--- src/design/bba_pkg.sv ---
// Package for the bitmap block allocator: shared types, codes and constants.
// Used by bba_ctrl, bba_dp and the top level bitmap_block_allocator.
// No dependencies.
package bba_pkg;

    // Free map is stored as words of this many bits.
    localparam int MAP_W  = 32;
    localparam int MAP_BW = 5;

    // Register indexes of the configuration port.
    localparam int CFG_IW = 2;
    localparam logic [CFG_IW-1:0] CFG_BASE  = 2'd0;
    localparam logic [CFG_IW-1:0] CFG_SIZE  = 2'd1;
    localparam logic [CFG_IW-1:0] CFG_COUNT = 2'd2;

    // Register reset values.
    localparam logic [31:0] BASE_RST  = 32'd0;
    localparam logic [15:0] SIZE_RST  = 16'd16;
    localparam logic [6:0]  COUNT_RST = 7'd64;

    // Request codes.
    localparam logic OP_ALLOC = 1'b0;
    localparam logic OP_FREE  = 1'b1;

    // Result codes.
    localparam logic ST_OK   = 1'b0;
    localparam logic ST_FAIL = 1'b1;

    // Divider: one quotient bit per step, 32 steps.
    localparam int          DIV_CW   = 5;
    localparam logic [4:0]  DIV_LAST = 5'd31;

    typedef enum logic [3:0] {
        S_CLEAR,
        S_IDLE,
        S_ALC_RD,
        S_ALC_CHK,
        S_ALC_MUL,
        S_ALC_ADD,
        S_FRE_PRE,
        S_FRE_DIV,
        S_FRE_IDX,
        S_FRE_CHK
    } t_state;

    // Commands from the controller to the datapath.
    typedef struct packed {
        logic capture;
        logic clr_wr;
        logic scan_init;
        logic rd_word;
        logic word_inc;
        logic alc_wr;
        logic mul;
        logic div_load;
        logic div_step;
        logic rd_quo;
        logic fre_wr;
        logic finish;
        logic fail;
        logic addr_out;
    } t_cmd;

    // Status from the datapath to the controller.
    typedef struct packed {
        logic clr_last;
        logic word_hit;
        logic scan_end;
        logic pre_ok;
        logic div_last;
        logic idx_ok;
        logic blk_used;
    } t_sts;

endpackage

--- src/design/bba_ctrl.sv ---
// Controller state machine of the bitmap block allocator.
// Depends on bba_pkg for the state type and the command and status structs.
module bba_ctrl
    import bba_pkg::*;
(
    input  logic i_clk,
    input  logic i_rst_n,
    input  logic start,
    input  logic i_opcode,
    input  t_sts i_sts,
    output t_cmd o_cmd,
    output logic busy
);

    t_state r_state;
    t_state n_state;

    // State register; reset starts the map clearing pass.
    always_ff @(posedge i_clk) begin
        if (!i_rst_n) begin
            r_state <= S_CLEAR;
        end else begin
            r_state <= n_state;
        end
    end

    // Next state.
    always_comb begin
        n_state = r_state;
        case (r_state)
            S_CLEAR: begin
                if (i_sts.clr_last) begin
                    n_state = S_IDLE;
                end
            end
            S_IDLE: begin
                if (start) begin
                    n_state = (i_opcode == OP_FREE) ? S_FRE_PRE : S_ALC_RD;
                end
            end
            S_ALC_RD: begin
                n_state = S_ALC_CHK;
            end
            S_ALC_CHK: begin
                if (i_sts.word_hit) begin
                    n_state = S_ALC_MUL;
                end else if (i_sts.scan_end) begin
                    n_state = S_IDLE;
                end else begin
                    n_state = S_ALC_RD;
                end
            end
            S_ALC_MUL: begin
                n_state = S_ALC_ADD;
            end
            S_ALC_ADD: begin
                n_state = S_IDLE;
            end
            S_FRE_PRE: begin
                n_state = i_sts.pre_ok ? S_FRE_DIV : S_IDLE;
            end
            S_FRE_DIV: begin
                if (i_sts.div_last) begin
                    n_state = S_FRE_IDX;
                end
            end
            S_FRE_IDX: begin
                n_state = i_sts.idx_ok ? S_FRE_CHK : S_IDLE;
            end
            S_FRE_CHK: begin
                n_state = S_IDLE;
            end
            default: begin
                n_state = S_IDLE;
            end
        endcase
    end

    // Commands to the datapath.
    always_comb begin
        o_cmd = '0;
        busy  = (r_state != S_IDLE);
        case (r_state)
            S_CLEAR: begin
                o_cmd.clr_wr = 1'b1;
            end
            S_IDLE: begin
                if (start) begin
                    o_cmd.capture   = 1'b1;
                    o_cmd.scan_init = 1'b1;
                end
            end
            S_ALC_RD: begin
                o_cmd.rd_word = 1'b1;
            end
            S_ALC_CHK: begin
                if (i_sts.word_hit) begin
                    o_cmd.alc_wr = 1'b1;
                end else if (i_sts.scan_end) begin
                    o_cmd.finish = 1'b1;
                    o_cmd.fail   = 1'b1;
                end else begin
                    o_cmd.word_inc = 1'b1;
                end
            end
            S_ALC_MUL: begin
                o_cmd.mul = 1'b1;
            end
            S_ALC_ADD: begin
                o_cmd.finish   = 1'b1;
                o_cmd.addr_out = 1'b1;
            end
            S_FRE_PRE: begin
                if (i_sts.pre_ok) begin
                    o_cmd.div_load = 1'b1;
                end else begin
                    o_cmd.finish = 1'b1;
                    o_cmd.fail   = 1'b1;
                end
            end
            S_FRE_DIV: begin
                o_cmd.div_step = 1'b1;
            end
            S_FRE_IDX: begin
                if (i_sts.idx_ok) begin
                    o_cmd.rd_quo = 1'b1;
                end else begin
                    o_cmd.finish = 1'b1;
                    o_cmd.fail   = 1'b1;
                end
            end
            S_FRE_CHK: begin
                o_cmd.rd_quo = 1'b0;
                o_cmd.finish = 1'b1;
                if (i_sts.blk_used) begin
                    o_cmd.fre_wr = 1'b1;
                end else begin
                    o_cmd.fail = 1'b1;
                end
            end
            default: begin
                o_cmd = '0;
            end
        endcase
    end

endmodule

--- src/design/bba_dp.sv ---
// Datapath of the bitmap block allocator: registers, free map memory,
// word scanner, restoring divider, multiplier and result registers. Uses bba_pkg.
module bba_dp
    import bba_pkg::*;
#(
    parameter int MAX_BLOCKS = 64
) (
    input  logic              i_clk,
    input  logic              i_rst_n,
    input  logic              i_cfg_we,
    input  logic [CFG_IW-1:0] i_cfg_idx,
    input  logic [31:0]       i_cfg_wdata,
    input  logic [31:0]       i_free_address,
    input  t_cmd              i_cmd,
    output t_sts              o_sts,
    output logic              o_strobe,
    output logic              o_status,
    output logic [31:0]       o_block_address
);

    localparam int NW   = (MAX_BLOCKS + MAP_W - 1) / MAP_W;
    localparam int AW   = (NW > 1) ? $clog2(NW) : 1;
    localparam int IW   = AW + MAP_BW;
    localparam int CNTW = $clog2(MAX_BLOCKS + 1);
    localparam int XW   = (AW + MAP_BW + 1 > CNTW) ? AW + MAP_BW + 1 : CNTW;
    localparam int PW   = IW + 16;
    localparam logic [31:0]   MAX32   = 32'(MAX_BLOCKS);
    localparam logic [AW-1:0] LAST_WD = AW'(NW - 1);

    // Configuration registers.
    logic [31:0] r_base;
    logic [15:0] r_size;
    logic [6:0]  r_cnt;

    // Request and working registers.
    logic [31:0]       r_addr;
    logic [AW-1:0]     r_word;
    logic [31:0]       r_quo;
    logic [15:0]       r_rem;
    logic [DIV_CW-1:0] r_div_cnt;
    logic [IW-1:0]     r_hit_idx;
    logic [PW-1:0]     r_prod;
    logic [MAP_W-1:0]  r_rd_data;

    // Result registers.
    logic        r_strobe;
    logic        r_status;
    logic [31:0] r_out_addr;

    // Free map memory.
    logic [MAP_W-1:0] mem [NW];

    logic [31:0]       eff32;
    logic [XW-1:0]     eff_x;
    logic [XW-1:0]     wb;
    logic [XW-1:0]     nb;
    logic [XW-1:0]     lim;
    logic [MAP_W-1:0]  mask;
    logic [MAP_W-1:0]  cand;
    logic [MAP_BW-1:0] hb;
    logic              hit;
    logic [16:0]       rem_sh;
    logic [16:0]       size17;
    logic              ge;
    logic [AW-1:0]     q_word;
    logic [MAP_BW-1:0] q_bit;
    logic [AW-1:0]     rd_addr;
    logic              wr_en;
    logic [AW-1:0]     wr_addr;
    logic [MAP_W-1:0]  wr_data;

    // Configuration writes; unknown indexes are ignored.
    always_ff @(posedge i_clk) begin
        if (!i_rst_n) begin
            r_base <= BASE_RST;
            r_size <= SIZE_RST;
            r_cnt  <= COUNT_RST;
        end else if (i_cfg_we) begin
            case (i_cfg_idx)
                CFG_BASE:  r_base <= i_cfg_wdata;
                CFG_SIZE:  r_size <= i_cfg_wdata[15:0];
                CFG_COUNT: r_cnt  <= i_cfg_wdata[6:0];
                default:   r_base <= r_base;
            endcase
        end
    end

    // Effective block count is the register clamped to the map size.
    assign eff32 = ({25'd0, r_cnt} > MAX32) ? MAX32 : {25'd0, r_cnt};
    assign eff_x = eff32[XW-1:0];

    // Mask of the bits of the current word that lie below the effective count.
    always_comb begin
        wb   = XW'({r_word, {MAP_BW{1'b0}}});
        nb   = wb + XW'(MAP_W);
        lim  = (eff_x > wb) ? (eff_x - wb) : '0;
        if (lim >= XW'(MAP_W)) begin
            mask = '1;
        end else begin
            mask = (MAP_W'(1) << lim[MAP_BW-1:0]) - MAP_W'(1);
        end
    end

    // Lowest free bit of the masked word.
    always_comb begin
        cand = r_rd_data & mask;
        hit  = |cand;
        hb   = '0;
        for (int i = MAP_W - 1; i >= 0; i--) begin
            if (cand[i]) begin
                hb = MAP_BW'(i);
            end
        end
    end

    // One restoring division step.
    always_comb begin
        rem_sh = {r_rem, r_quo[31]};
        size17 = {1'b0, r_size};
        ge     = (rem_sh >= size17);
    end

    assign q_word = r_quo[AW+MAP_BW-1:MAP_BW];
    assign q_bit  = r_quo[MAP_BW-1:0];

    // Memory address and write data selection.
    always_comb begin
        rd_addr = i_cmd.rd_quo ? q_word : r_word;
        wr_en   = i_cmd.clr_wr | i_cmd.alc_wr | i_cmd.fre_wr;
        wr_addr = i_cmd.fre_wr ? q_word : r_word;
        if (i_cmd.alc_wr) begin
            wr_data = r_rd_data & ~(MAP_W'(1) << hb);
        end else if (i_cmd.fre_wr) begin
            wr_data = r_rd_data | (MAP_W'(1) << q_bit);
        end else begin
            wr_data = '1;
        end
    end

    // Free map memory with registered read data.
    always_ff @(posedge i_clk) begin
        if (wr_en) begin
            mem[wr_addr] <= wr_data;
        end
        if (i_cmd.rd_word | i_cmd.rd_quo) begin
            r_rd_data <= mem[rd_addr];
        end
    end

    // Word pointer, used by the clearing pass and by the allocation scan.
    always_ff @(posedge i_clk) begin
        if (!i_rst_n) begin
            r_word <= '0;
        end else if (i_cmd.scan_init) begin
            r_word <= '0;
        end else if (i_cmd.clr_wr | i_cmd.word_inc) begin
            r_word <= r_word + AW'(1);
        end
    end

    // Divider iteration counter.
    always_ff @(posedge i_clk) begin
        if (!i_rst_n) begin
            r_div_cnt <= '0;
        end else if (i_cmd.div_load) begin
            r_div_cnt <= '0;
        end else if (i_cmd.div_step) begin
            r_div_cnt <= r_div_cnt + DIV_CW'(1);
        end
    end

    // Request capture, divider, hit index and product.
    always_ff @(posedge i_clk) begin
        if (i_cmd.capture) begin
            r_addr <= i_free_address;
        end
        if (i_cmd.div_load) begin
            r_quo <= r_addr - r_base;
            r_rem <= '0;
        end else if (i_cmd.div_step) begin
            r_quo <= {r_quo[30:0], ge};
            r_rem <= ge ? 16'(rem_sh - size17) : rem_sh[15:0];
        end
        if (i_cmd.alc_wr) begin
            r_hit_idx <= {r_word, hb};
        end
        if (i_cmd.mul) begin
            r_prod <= PW'(r_hit_idx) * PW'(r_size);
        end
    end

    // Result strobe, high for one cycle.
    always_ff @(posedge i_clk) begin
        if (!i_rst_n) begin
            r_strobe <= 1'b0;
        end else begin
            r_strobe <= i_cmd.finish;
        end
    end

    always_ff @(posedge i_clk) begin
        if (i_cmd.finish) begin
            r_status   <= i_cmd.fail ? ST_FAIL : ST_OK;
            r_out_addr <= i_cmd.addr_out ? (r_base + {{(32-PW){1'b0}}, r_prod}) : 32'd0;
        end
    end

    // Status to the controller.
    always_comb begin
        o_sts.clr_last = (r_word == LAST_WD);
        o_sts.word_hit = hit;
        o_sts.scan_end = (nb >= eff_x) || (r_word == LAST_WD);
        o_sts.pre_ok   = (r_size != 16'd0) && (r_addr >= r_base);
        o_sts.div_last = (r_div_cnt == DIV_LAST);
        o_sts.idx_ok   = (r_quo < eff32);
        o_sts.blk_used = ~r_rd_data[q_bit];
    end

    assign o_strobe        = r_strobe;
    assign o_status        = r_status;
    assign o_block_address = r_out_addr;

endmodule

--- src/design/bitmap_block_allocator.sv ---
// Top level of the bitmap block allocator.
// Joins bba_ctrl and bba_dp; depends on bba_pkg.
//
// Channel    | Handshake                  | Word
// -----------+----------------------------+--------------------------------------
// request    | start, busy                | i_opcode, i_free_address
// result     | o_strobe (one cycle)       | o_status, o_block_address
// config     | i_cfg_we                   | i_cfg_idx, i_cfg_wdata
//
// A request word is taken at a clock edge with start high and busy low.
// Allocate reads and checks each 32-bit map word in turn, then multiplies the hit index by
// the block size and adds the base; a failed allocate answers from its last word check.
// Free runs the one-bit-per-cycle divider, then checks the index and the map bit; a zero
// block size or an address below the base fails before the divider, an index past the
// block count after it. After reset the map is cleared word by word with busy high; no stalls.
module bitmap_block_allocator
    import bba_pkg::*;
#(
    parameter int MAX_BLOCKS = 64
) (
    input  logic              i_clk,
    input  logic              i_rst_n,
    input  logic              i_cfg_we,
    input  logic [CFG_IW-1:0] i_cfg_idx,
    input  logic [31:0]       i_cfg_wdata,
    input  logic              start,
    output logic              busy,
    input  logic              i_opcode,
    input  logic [31:0]       i_free_address,
    output logic              o_strobe,
    output logic              o_status,
    output logic [31:0]       o_block_address
);

    t_cmd cmd;
    t_sts sts;

    // Sequencer.
    bba_ctrl u_ctrl (
        .i_clk    (i_clk),
        .i_rst_n  (i_rst_n),
        .start    (start),
        .i_opcode (i_opcode),
        .i_sts    (sts),
        .o_cmd    (cmd),
        .busy     (busy)
    );

    // Map, divider and result registers.
    bba_dp #(
        .MAX_BLOCKS (MAX_BLOCKS)
    ) u_dp (
        .i_clk           (i_clk),
        .i_rst_n         (i_rst_n),
        .i_cfg_we        (i_cfg_we),
        .i_cfg_idx       (i_cfg_idx),
        .i_cfg_wdata     (i_cfg_wdata),
        .i_free_address  (i_free_address),
        .i_cmd           (cmd),
        .o_sts           (sts),
        .o_strobe        (o_strobe),
        .o_status        (o_status),
        .o_block_address (o_block_address)
    );

endmodule
--- config.mk ---
export PLATFORM = sky130hd
export DESIGN_NAME = bitmap_block_allocator
export DESIGN_NICKNAME = d
export VERILOG_FILES = /design/src/design/bba_pkg.sv /design/src/design/bba_ctrl.sv /design/src/design/bba_dp.sv /design/src/design/bitmap_block_allocator.sv
export SDC_FILE = /design/constraint.sdc
export NUM_CORES = 1
export LEC_CHECK = 0
export BUFFER_PORTS_ARGS = -buffer_cell sky130_fd_sc_hd__buf_2
export CORE_MARGIN = 5
export CORE_UTILIZATION = 65
export CTS_CLUSTER_SIZE = 28
export DETAILED_ROUTE_END_ITERATION = 16
export GPL_TIMING_DRIVEN = 0
export HOLD_SLACK_MARGIN = 0.15
export PLACE_DENSITY = 0.84
export SYNTH_ARGS = -nofsm -noshare
export SYNTH_HDL_FRONTEND = slang
export SYNTH_SLANG_ARGS = --single-unit
--- constraint.sdc ---
create_clock -name i_clk -period 12.8 [get_ports i_clk]
set_clock_uncertainty 0.2 [all_clocks]
set_input_delay 0.64 -clock i_clk [delete_from_list [all_inputs] [get_ports i_clk]]
set_output_delay 0.64 -clock i_clk [all_outputs]
set_load 0.1 [all_outputs]
# ---- After elaboration in Yosys (flattened, before gate mapping)
# Memories as Yosys holds them, arrays and structs flattened. A register that Yosys moved wholly into a read port is not among the register bits.
# Index checks and enable logic that the tools add are counted.
dict set report word_totals {
  register_bits 207
  ram_bits 64
  inputBits 71
  out_inout_bits 35
  elab_cells 154
  mem_count 1
}
dict set report op_classes {
  n_addsub 8
  mul 1
  magnitude_cmp 8
  eq_ne 16
  shift 3
  n_mux 80
  bitwise_logic 9
  n_reduce_logical 14
}
# memory words word_bits read_ports rd_ports_with_merged_regs write_ports line
set mem_list {}
lappend mem_list {u_dp.mem 2 32 1 1 1 bba_dp.sv:51} ;# logic [MAP_W-1:0] mem [NW];
# operator count
set op_table {}
lappend op_table {{32-bit two-way mux} 5}
lappend op_table {{5-bit two-way mux} 32}
lappend op_table {{1-bit by 5-bit << shifter with 32-bit output (first input constant)} 3}
lappend op_table {{32-bit AND} 2}
lappend op_table {{32-bit by 22-bit adder with 32-bit output} 1}
lappend op_table {{32-bit >= comparator} 1}
lappend op_table {{32-bit < comparator} 1}
lappend op_table {{32-bit inverter} 1}
lappend op_table {{32-bit OR} 1}
lappend op_table {{4-bit case mux with 8 select lines} 1}
lappend op_table {{32-bit OR reduction} 1}
lappend op_table {{32-bit by 2-bit subtractor with 32-bit output (second input constant)} 1}
lappend op_table {{32-bit subtractor} 1}
lappend op_table {{1-bit two-way mux} 23}
lappend op_table {{6-bit by 16-bit multiplier with 22-bit output} 1}
lappend op_table {{4-bit two-way mux} 5}
lappend op_table {{17-bit by 16-bit >= comparator with 1-bit output} 1}
lappend op_table {{4-bit by 3-bit equality test with 1-bit output (second input constant)} 4}
lappend op_table {{16-bit two-way mux} 1}
lappend op_table {{16-bit nonzero test} 1}
lappend op_table {{16-bit subtractor} 1}
lappend op_table {{7-bit two-way mux} 2}
lappend op_table {{2-bit two-way mux} 6}
lappend op_table {{4-bit by 2-bit equality test with 1-bit output (second input constant)} 2}
lappend op_table {{other kinds (30)} 41}

# ---- Longest topological paths before layout
dict set report depth {
  ltp_word 44
  ltp_mapped 23
  ltp_nobuf 18
}

# ---- Modules after synthesis
# From an unflattened synthesis, not the netlist that was laid out.
dict set report hier_totals {
  cells_unflattened 2073
  hier_area_um2 20201.9
}
# module n_inst cells_each area_each_um2
set by_module_without_submodules {}
lappend by_module_without_submodules {bba_dp 1 2005 19743.9}
lappend by_module_without_submodules {bba_ctrl 1 68 457.9}

# ---- Worst setup path before layout
# OpenSTA, ideal clock, no wires.
dict set report synth_timing {
  path_type {flip-flop to flip-flop}
  from {register u_dp.r_cnt[6]}
  to {memory u_dp.mem[1][0], enable pin}
  setup_ps 466
  arrival_time_ps 6037
  t_required_ps 12134
  setup_slack_ps 6098
  path_stages_with_launch 22
  n_path_buf 5
  path_cell_list {dfxtp_1 buf_4 inv_1 nand2_1 ha_1 ha_1 or2_1 buf_2 buf_6 a21oi_1 ha_1 buf_2 buf_1 nor4_1 o2bb2ai_1 a211oi_1 or3_1 nor4_4 nand2_1 nand2_2 and2_1 o21ai_0}
}
dict set report synth_via {
  elab_chain_cells 15
}
# item line
set synth_rtl {}
lappend synth_rtl {{from (decl)} bba_dp.sv:33} ;# logic [6:0] r_cnt;
lappend synth_rtl {{from (signal assigned)} bba_dp.sv:82} ;# CFG_COUNT: r_cnt <= i_cfg_wdata[6:0];
lappend synth_rtl {{7-bit greater-than comparator} bba_dp.sv:89} ;# assign eff32 = ({25'd0, r_cnt} > MAX32) ? MAX32 : {25'd0, r_cnt};
lappend synth_rtl {{7-bit two-way mux *} bba_dp.sv:89}
lappend synth_rtl {{7-bit by 6-bit subtractor with 7-bit output or 7-bit by 6-bit greater-than comparator with 1-bit output (tied branches)} bba_dp.sv:96} ;# lim = (eff_x > wb) ? (eff_x - wb) : '0;
lappend synth_rtl {{7-bit two-way mux *} bba_dp.sv:96}
lappend synth_rtl {{1-bit by 5-bit << shifter with 32-bit output} bba_dp.sv:100} ;# mask = (MAP_W'(1) << lim[MAP_BW-1:0]) - MAP_W'(1);
lappend synth_rtl {{32-bit by 2-bit subtractor with 32-bit output} bba_dp.sv:100}
lappend synth_rtl {{32-bit two-way mux *} bba_dp.sv:97} ;# if (lim >= XW'(MAP_W)) begin
lappend synth_rtl {{32-bit AND *} bba_dp.sv:106} ;# cand = r_rd_data & mask;
lappend synth_rtl {{32-bit OR reduction *} bba_dp.sv:107} ;# hit = |cand;
lappend synth_rtl {{1-bit two-way mux *} bba_ctrl.sv:97} ;# if (i_sts.word_hit) begin
lappend synth_rtl {{2-bit two-way mux *} bba_ctrl.sv:83} ;# case (r_state)
lappend synth_rtl {{1-bit OR * (2 in series)} bba_dp.sv:129} ;# wr_en = i_cmd.clr_wr | i_cmd.alc_wr | i_cmd.fre_wr;
lappend synth_rtl {{1-bit two-way mux *} bba_dp.sv:142} ;# if (wr_en) begin
lappend synth_rtl {{1-bit two-way mux (not written as such) *} bba_dp.sv:143} ;# mem[wr_addr] <= wr_data;
lappend synth_rtl {{to (decl)} bba_dp.sv:51}
# Every way passes the cells marked *; elsewhere a longest branch is shown, timed or not.

==> impl_metrics.toml <==
[clock_tree]
worstSkewPairLatency_ns = 0.52
post_cts_resized = 0
post_cts_buffers = 0
hold_buffers = 31
root_buffer = "clkbuf_16"
cts.path.max_buffers = 3
cts_made_buffers = 34
path_clk_slew_ns = 0.06
clkSinkCount = 303
cts_tree = "done"
cts_htree_levels = 2

[run]
drv_cap = 0

[global_routing]
grt_pass1_wl_um = 91950
grt_usage_pct = 33.15
first_global_vias = 16650
grt_max_degree = 34
antenna_found_initial = 1
gr-total-overflow = 0

[setup_path]
crit_top_cell = "ha_1"
slowest_delay_ns = 0.73
cp_top_family = "simple AND/OR/NAND/NOR gates"
crit_chain = "buf_4 -> inv_1 -> nand2_1 -> ha_1 -> ha_1 -> or2_1 -> buf_2 -> buf_6 -> a21oi_1 -> ha_1 -> buf_2 -> buf_1 -> nor3_1 -> a22o_1 -> a221o_1 -> a21boi_1 -> nand4b_1 -> nor4_4 -> nand4b_1 -> nand2_2"
rrSetupSlack_ns = 6.43
path_buf_inv = 6
timing.rr.start = "u_dp.r_cnt[6]"
startpoint = "u_dp.r_cnt[6]"
crit_required_ns = 12.75
worstSetupEndpointType = "flip-flop"
cp.depth = 20
slowest_stage = "nand2_2"
crit_fanout = 33
critPathCapture = "u_dp.o_block_address[18]"
crit_path_start_kind = "flip-flop"
r2r-end = "u_dp.o_block_address[18]"
critical_path_class = "reg2reg"
cp_data_arrival_time_ns = 6.32
worst-r2r-cell-count = 20

[synthesis]
synth_area_um2 = 20410
synthXorXnorAreaFrac_pct = 3.389
ys_async_sr_fraction_pct = 0
seq_area_frac_synth_pct = 40.55
synth_top_family_by_area = "simple AND/OR/NAND/NOR gates"
yosys.area_share.simple_pct = 17.19
ys_ff_latch = 303
postSynthCellCount = 2064
synth-edff-count = 221
synth_fa_ha_area_share_pct = 12.81
ys.flop_type = "edfxtp_1"
synthMuxAreaShare_pct = 4.370
synth_compound_area_share_pct = 16.87
synthesis.nets = 2308
synthDistinctLibCells = 103
synth.avg_cell_area_um2 = 9.891
synth_warnings = 0

[pwr]
p_per_area_nw_per_um2 = 114.4
leakage_nw = 8.613
ir_worst_vdd_v = 0.0001580

[floorplanning]
fp.dieArea_um2 = 35050
fp.dieW_um = 187.2
top_level_ports = 106
core_area_um2 = 30830
dieHeight_um = 187.2
fp-row-count = 64
initial_core_util_pct = 66.22

[drt]
route.vias.total = 17180
post_drt_via_cell_ratio = 6.449
wl_per_cell_um = 22.18
drc = 0
ant_nets = 0
dr.pass1.iters = 6
wirelength_um = 59080
first_iter_violations = 1780

[sta]
setup_viol = 0
tns_ns = 0
slew_headroom_pct = 15.16
rsz0062_at_grt = "false"
hold_viol_final = 0
drv_slew = 0
period_needed_ns = 6.373
max_freq_mhz = 156.9
finalCritPeriodShare_pct = 49.79
tightestPinTransition_ns = 1.271

[final_layout]
drive_gt1_share_pct = 13.37
nFillCells = 2116
nets = 2486
ff_latch_area_um2 = 8278
syn2layout_area_growth_pct = 12.79
utilization_pct = 74.69
multi_input_area_um2 = 11200

[placement]
place_congestion = 0.9995
numPortBuffers = 105
dp_hpwl_um = 44550

[hold_path]
hold_class = "in2reg"

[outcome]
status = "completed"
routing by layer:
metal,global-route usage [%],routed length [µm],up-vias
met4,12.43,2449,0
li1,-,-,7807
met5,0,0,-
met1,46.84,23880,8200
met2,50.18,25660,997
met3,7.857,7088,177
Yosys cell counts (25+ instances only):
master / n / area share [%]
a21boi_0: 59 / 2.2
a21o_1: 30 / 1.1
a21oi_1: 132 / 3.2
and2_1: 29 / 0.89
clkbuf_1: 60 / 1.1
dfxtp_1: 82 / 8.0
edfxtp_1: 221 / 33
fa_1: 60 / 5.9
ha_1: 113 / 6.9
inv_1: 141 / 2.6
mux2_2: 35 / 1.9
mux2i_1: 25 / 1.2
nand2_1: 273 / 5.0
nand3_1: 30 / 0.74
nor2_1: 111 / 2.0
nor2b_1: 25 / 0.77
nor3_1: 38 / 0.93
o21a_1: 26 / 0.96
o21ai_0: 123 / 3.0
xnor2_1: 56 / 2.4
cell type report:
cell class,count,area share (%)
buffer,95,1.934
clock buffer,46,4.070
antenna,2,0.02174
timing repair buffer,142,4.081
clock inverter,14,0.8151
tap,396,2.152
inverter,143,2.342
sequential,303,35.95
multi-input combinational,1523,48.63
flip-flops by register name, summed over array words and instances (netlist names):
signal	flops
u_dp.o_block_address	32
u_dp.r_word	1
u_dp.r_div_cnt	5
u_dp.r_base	32
u_dp.r_prod	22
u_dp.r_cnt	7
u_dp.mem	64
u_dp.r_rem	16
u_dp.o_strobe	1
u_ctrl.r_state	4
u_dp.r_hit_idx	6
u_dp.o_status	1
u_dp.r_rd_data	32
u_dp.r_addr	32
u_dp.r_quo	32
u_dp.r_size	16
worst register-to-register path, cell delays in order (launching register included):
cell and delay [ns]:
dfxtp_1 0.42, buf_4 0.24, inv_1 0.23, nand2_1 0.15, ha_1 0.20, ha_1 0.26
or2_1 0.23, buf_2 0.18, buf_6 0.16, a21oi_1 0.13, ha_1 0.16, buf_2 0.19
buf_1 0.41, nor3_1 0.09, a22o_1 0.21, a221o_1 0.42, a21boi_1 0.21, nand4b_1 0.21
nor4_4 0.60, nand4b_1 0.33, nand2_2 0.73
worst min path at each step:
| stage | to | cells past startpoint | slack [ns] | startpoint |
|---|---|---|---|---|
| detailed placement | u_dp.r_div_cnt[4] | 2 | 0.26 | u_dp.r_div_cnt[4] |
| CTS | u_dp.r_addr[7] | 1 | 0.16 | i_free_address[7] |
| floorplan | u_dp.r_div_cnt[4] | 2 | 0.24 | u_dp.r_div_cnt[4] |
| global placement | u_dp.r_div_cnt[4] | 2 | 0.25 | u_dp.r_div_cnt[4] |
| global route | u_dp.r_addr[7] | 1 | 0.16 | i_free_address[7] |
| finish | u_dp.r_base[24] | 3 | 0.17 | i_cfg_wdata[24] |
placed cells by master (no fill, tap or decap), drive strengths merged, types with 41 or more instances in the layout:
cell type    n
dfxtp       82
ha         113
xnor2       56
buf        146
nor2       115
a21boi      60
inv        145
a21oi      132
nor3        41
o21ai      128
clkbuf     106
fa          60
nand2      275
edfxtp     221
stage by stage:
step | power [mW] | worst slack (ns) | hold slack [ns] | std cells | instance area [µm²]
after floorplan | 1.480 | 6.098 | 0.2406 | 2064 | 20410
after global placement | 1.610 | 3.943 | 0.2518 | 2565 | 21440
after detailed placement | 1.636 | 6.132 | 0.2554 | 2571 | 21580
after CTS | 2.623 | 6.091 | 0.1579 | 2662 | 23020
after global routing | 2.722 | 6.098 | 0.1644 | 2662 | 23020
final | 2.634 | 6.427 | 0.1693 | 2664 | 23030
logic make-up after synthesis:
group           Yosys count
mux                      71
xor+xnor                 79
compound gates          520
simple gates            680
flops                   303
buf+inv                 238
fa+ha+maj               173
report_power, final:
group / total (mW) / switching [mW] / internal, mW
Clock: 0.994 / 0.397 / 0.597
Combinational: 0.533 / 0.339 / 0.194
Sequential: 1.11 / 0.0173 / 1.09
Power figures use the tool's default switching activity.
